--- src/design/plia_pkg.sv ---
// ----------------------------------------------------------------------------
// plia_pkg
// shared types and constants of the posting list intersect accumulate block
// ----------------------------------------------------------------------------
package plia_pkg;

    // input command codes
    typedef enum logic [1:0] {
        CMD_QUERY = 2'd0,
        CMD_CHUNK = 2'd1,
        CMD_LOAD  = 2'd2,
        CMD_PROBE = 2'd3
    } t_cmd;

    // result status codes
    localparam logic [1:0] STAT_OK         = 2'd0;
    localparam logic [1:0] STAT_TABLE_FULL = 2'd1;
    localparam logic [1:0] STAT_FOUND_FULL = 2'd2;

    // configuration register indexes
    localparam logic REG_TERM_COUNT = 1'b0;
    localparam logic REG_MAX_FOUND  = 1'b1;

    localparam logic [4:0]  COUNT_LIMIT = 5'd31;
    localparam logic [19:0] SUM_LIMIT   = 20'hFFFFF;
    localparam logic [23:0] SCORE_LIMIT = 24'hFFFFFF;
    localparam logic [12:0] FOUND_LIMIT = 13'd4096;
    localparam int          DIV_W       = 28;

    // one queued input item
    typedef struct packed {
        t_cmd        cmd;
        logic [31:0] page;
        logic [15:0] weight;
    } t_item;

    // one table entry
    typedef struct packed {
        logic [31:0] key;
        logic [4:0]  count;
        logic [19:0] sum;
    } t_entry;

    // one result transaction, hit in the lowest bit
    typedef struct packed {
        logic [1:0]  status;
        logic [11:0] found_index;
        logic [23:0] mean_score;
        logic [31:0] found_page;
        logic        hit;
    } t_result;

endpackage

--- src/design/plia_front.sv ---
// ----------------------------------------------------------------------------
// plia_front
// accepts input transactions, decodes the command and queues them (2 deep)
// ----------------------------------------------------------------------------
module plia_front
    import plia_pkg::*;
(
    input  logic        i_clk,
    input  logic        i_rst_n,
    input  logic        i_valid,
    output logic        o_ready,
    input  logic [1:0]  i_cmd,
    input  logic [31:0] i_page,
    input  logic [15:0] i_weight,
    output logic        o_q_valid,
    output t_item       o_q_item,
    input  logic        i_q_pop
);

    t_item      r_q [2];
    logic       r_wr_ptr;
    logic       r_rd_ptr;
    logic [1:0] r_cnt;
    logic       push;
    t_item      item;

    // decode the command field
    always_comb begin
        case (i_cmd)
            2'd0:    item.cmd = CMD_QUERY;
            2'd1:    item.cmd = CMD_CHUNK;
            2'd2:    item.cmd = CMD_LOAD;
            default: item.cmd = CMD_PROBE;
        endcase
        item.page   = i_page;
        item.weight = i_weight;
    end

    assign o_ready   = (r_cnt != 2'd2);
    assign push      = i_valid && o_ready;
    assign o_q_valid = (r_cnt != 2'd0);
    assign o_q_item  = r_q[r_rd_ptr];

    // queue storage
    always_ff @(posedge i_clk) begin
        if (push) begin
            r_q[r_wr_ptr] <= item;
        end
    end

    // queue pointers
    always_ff @(posedge i_clk) begin
        if (!i_rst_n) begin
            r_wr_ptr <= 1'b0;
            r_rd_ptr <= 1'b0;
            r_cnt    <= 2'd0;
        end else begin
            if (push) r_wr_ptr <= ~r_wr_ptr;
            if (i_q_pop) r_rd_ptr <= ~r_rd_ptr;
            r_cnt <= r_cnt + 2'(push) - 2'(i_q_pop);
        end
    end

endmodule

--- config.mk ---
export PLATFORM = sky130hd
export DESIGN_NAME = plia_front
export DESIGN_NICKNAME = d
export VERILOG_FILES = /design/src/design/plia_pkg.sv /design/src/design/plia_front.sv
export SDC_FILE = /design/constraint.sdc
export NUM_CORES = 1
export LEC_CHECK = 0
export BUFFER_PORTS_ARGS = -buffer_cell sky130_fd_sc_hd__buf_2
export CAP_MARGIN = 30
export CORE_MARGIN = 1
export CORE_UTILIZATION = 47
export CTS_BUF_LIST = sky130_fd_sc_hd__clkbuf_16
export DETAILED_ROUTE_END_ITERATION = 16
export GPL_TIMING_DRIVEN = 1
export PLACE_DENSITY = 0.76
export SYNTH_ARGS = -nofsm -noshare
export SYNTH_HDL_FRONTEND = slang
export SYNTH_SLANG_ARGS = --single-unit
export TNS_END_PERCENT = 100
--- constraint.sdc ---
create_clock -name i_clk -period 2 [get_ports i_clk]
set_input_delay 0.2 -clock i_clk [delete_from_list [all_inputs] [get_ports i_clk]]
set_output_delay 0.2 -clock i_clk [all_outputs]
set_load 0.005 [all_outputs]
Word level (Yosys, flattened, before mapping) --
Memory sizes are Yosys's and may differ from the RTL's. A register that Yosys moved wholly into a read port is not among the register bits. Index checks and enable logic that the tools add are counted. Widths: inputs -> output; s select.
Word-level totals: flip-flop bits (word level) 4, RAM bits 100, bits of input ports 54, word-level logic and storage cells 19, memories kept 1
Memories:
- r_q | depth 2, bits a word 50, rd ports 1, clocked after Yosys merged registers in 1, write ports 1, RTL line plia_front.sv:20 | t_item r_q [2];
Cells by class: add/sub/neg operators 2, eq/ne operators 3, muxes and demuxes 5, bitwise gates (word level) 2, reduce and logical (&&, ||, !) cells 3
Operator list (count):
- $pmux 2 s3 | 1
- $mux 1 | 4
- $add 2x1->2 | 1
- $eq 2x1->1 const B | 1
- $eq 2x2->1 const B | 1
- $logic_not 2->1 | 1
- $ne 2x2->1 const B | 1
- $not 1->1 | 2
- $reduce_bool 2->1 | 1
- $sub 2x1->2 | 1
- $logic_and 1x1->1 | 1

Longest topological paths before layout --
word-level depth 4, mapped depth 7

Worst setup path after synthesis --
OpenSTA, ideal clock, no wires.
path kind register to register, start register r_cnt[0], end memory r_q[1][0] in the netlist's numbering, enable pin, library setup time 0.413 ns, data arrival time 1.814 ns, required time 1.587 ns, path slack -0.227 ns, cell stages (with the launch flop) 3, buffers on the path 0, clock period less this slack 2.227 ns, path through dfxtp_1 nand2b_1 and3_1
Between the ends: cells in the longest elaborated chain, start to end 4
RTL lines:
- start, declared | RTL line plia_front.sv:23 | logic [1:0] r_cnt;
- start signal, assigned | RTL line plia_front.sv:60 | r_cnt <= r_cnt + 2'(push) - 2'(i_q_pop);
- $ne 2x2->1 | RTL line plia_front.sv:39 | assign o_ready = (r_cnt != 2'd2);
- via o_ready | RTL line plia_front.sv:11 | output logic o_ready,
- $logic_and 1x1->1 | RTL line plia_front.sv:40 | assign push = i_valid && o_ready;
- $mux 1 | RTL line plia_front.sv:46 | if (push) begin
- $mux 1 (not written as such) | RTL line plia_front.sv:47 | r_q[r_wr_ptr] <= item;
- end, declared | RTL line plia_front.sv:20
The timed path passes the listed nets, and every way through them passes these cells.

==> results.cfg <==
[outcome]
status = finished clean

[clock_tree]
cts.clk_slew.worst_paths_ps = 70
ctsHtreeMaxLevel = 3
cts_hold_buffers = 0
numCtsBuffers = 9
cts_tree = done
clock_path_buffers = 2
cts_sinks = 105
cts_resized = 0
root_buffer = clkbuf_16
post-cts-setup-buffers = 0
insertion_delay_ps = 330

[sta]
slew_violations = 0
min_period_ps = 1610
relSlewSlack_pct = 72.1
fin_skew_ps = 7.32
finalSetupViolations = 0
rsz0062_at_grt = false
fin_tns_setup_ps = 0
hold_viol_final = 0
max_freq_ghz = 0.620
final.period_utilization_pct = 80.6
tightest_slew_ps = 418

[floorplan]
coreArea_um2 = 7850
pin_count = 106
dieHeight_um = 92.9
start_util_pct = 49.5
dieArea_um2 = 8630
row_count = 32
die_w_um = 92.9

[routing]
wl_um = 6000
avgRoutedWirePerCell_um = 14.8
dr.first_iter.drc_count = 48
drtPass1Iterations = 4
drc = 0
vias = 1995
ant_nets = 0
via_per_inst = 4.93

[global_route]
grt_pass1_vias = 1978
antenna_found_initial = 0
grt_max_degree = 51
grt_pass1_wl_um = 9080
grt_remaining_overflow = 0
grt.total_usage_pct = 14.3

[pwr]
power.density_nw_per_um2 = 1020
peakVddDrop_v = 0.000559
leakage_nw = 1.82

[cells_and_area]
final_common_cell = buf_2
fin_util_pct = 61.7
fillers = 597
syn_to_final_growth_pct = 24.7
n_antenna_cell = 0
fin_nets = 354
final_cell_mix = buf_2, edfxtp_1, mux2_2
drive_gt1_share_pct = 58.1

[critical_path]
rr_worst_depth = 4
worstSetupStartpointType = register
crit_fanout = 36
slowest_delay_ps = 370
r2r-end = r_q[0][43]$_DFFE_PP_
critical_path_class = register to output port
cp-end-kind = output port
worstReg2RegStart = r_cnt[0]$_SDFF_PN0_
r2r_slack_ps = 420
slowest_stage = mux2_2
required_ps = 1800
worstPathCellList = buf_12, mux2_2, buf_2
cp.arrival_ps = 1410

[yosys]
syn-cell-area_um2 = 3880
synth_warnings = 0
ys_ff_latch = 105
synthDistinctLibCells = 25
ys_seq_area_share_pct = 79.9
synth_area_per_cell_um2 = 20.9
synthCells = 186
synth_nets = 241

[hold_path]
hold_end = r_q[1][29]$_DFFE_PP_
hold_depth = 1
min_from = i_page[13]
hp-class = input port to register

[place]
gp_congestion = 0.685
dp_hpwl_um = 3840
io_buffers = 105

[run]
maxCapViolations = 0
cell families after synthesis:
| logic type | count (synthesis) | share of synthesized area [%] |
|---|---|---|
| compound gates | 5 | 1.16 |
| mux | 51 | 14.8 |
| buf+inv | 10 | 1.48 |
| flops | 105 | 79.9 |
| fa+ha+maj | 1 | 0.322 |
| xor+xnor | 2 | 0.451 |
| simple gates | 12 | 1.90 |
how the worst max path moves through the flow:
stage	startpoint	to	slack [ps]	cells past startpoint
5_1_grt	r_cnt[0]$_SDFF_PN0_	r_q[0][5]$_DFFE_PP_	280	4
2_1_floorplan	r_cnt[0]$_SDFF_PN0_	r_q[0][0]$_DFFE_PP_	200	3
6_report	register	o_q_item[36]	390	3
3_3_place_gp	r_cnt[0]$_SDFF_PN0_	r_q[0][48]$_DFFE_PP_	470	4
4_1_cts	register	o_q_item[15]	360	3
3_5_place_dp	r_cnt[0]$_SDFF_PN0_	r_q[0][12]$_DFFE_PP_	420	4
registers in the layout, indices dropped and copies added, names as in the netlist, named ones only:
name      flops
r_wr_ptr      1
r_q         100
r_rd_ptr      1
r_cnt         2
worst max-delay path, delay by kind of cell (launching register included):
kind | cells | cell delay, ps
buffers and inverters | 2 | 350
muxes | 1 | 370
DFF | 1 | 350
synthesized netlist by cell type, drive strengths merged:
library cell	instances	area (µm²)
edfxtp	100	3000
mux2	50	563
buf	6	42.5
dfxtp	5	100
and2	3	18.8
a21boi	2	18.8
clkbuf	2	7.51
inv	2	7.51
nand2	2	7.51
nand3b	2	15.0
a211o	1	8.76
a211oi	1	7.51
a21bo	1	10.0
and3	1	6.26
ha	1	12.5
mux2i	1	10.0
nand2b	1	6.26
nand3	1	5.00
nor4b	1	8.76
or2	1	6.26
xnor2	1	8.76
xor2	1	8.76
metrics by stage:
stage	hold WS, ps	power [W]	worst slack, ps	instance area, µm²	instances
3_3_place_gp	387	0.00332	474	4550	390
2_1_floorplan	299	0.00305	202	3890	186
4_1_cts	42.3	0.00499	364	4840	405
3_5_place_dp	391	0.00334	421	4550	390
6_report	54.7	0.00493	388	4840	405
5_1_grt	40.0	0.00512	284	4840	405
final cells by class:
class | instances | area [µm²] | area share (%)
Timing Repair Buffer | 110 | 588 | 12.1
Multi-Input combinational cell | 71 | 723 | 14.9
Clock inverter | 6 | 61.3 | 1.27
Tap cell | 102 | 128 | 2.64
Inverter | 2 | 11.3 | 0.233
Sequential cell | 105 | 3100 | 64.1
Clock buffer | 9 | 225 | 4.65
routing by layer:
| metal | global-route usage (%) | share of wire, % | up-vias |
|---|---|---|---|
| met2 | 25.6 | 51 | 64 |
| met1 | 15.4 | 42 | 974 |
| li1 | - | - | 951 |
| met4 | 5.00 | 0.78 | 0 |
| met5 | 0 | 0 | - |
| met3 | 5.25 | 6.5 | 6 |
where the power goes:
group | leakage (nW) | internal [W] | switching, W
Combinational | 0.707 | 0.000310 | 0.000293
Clock | 0.135 | 0.000955 | 0.000699
Sequential | 0.975 | 0.00263 | 0.0000463
Total | 1.82 | 0.00389 | 0.00104
Power figures use the tool's default switching activity.
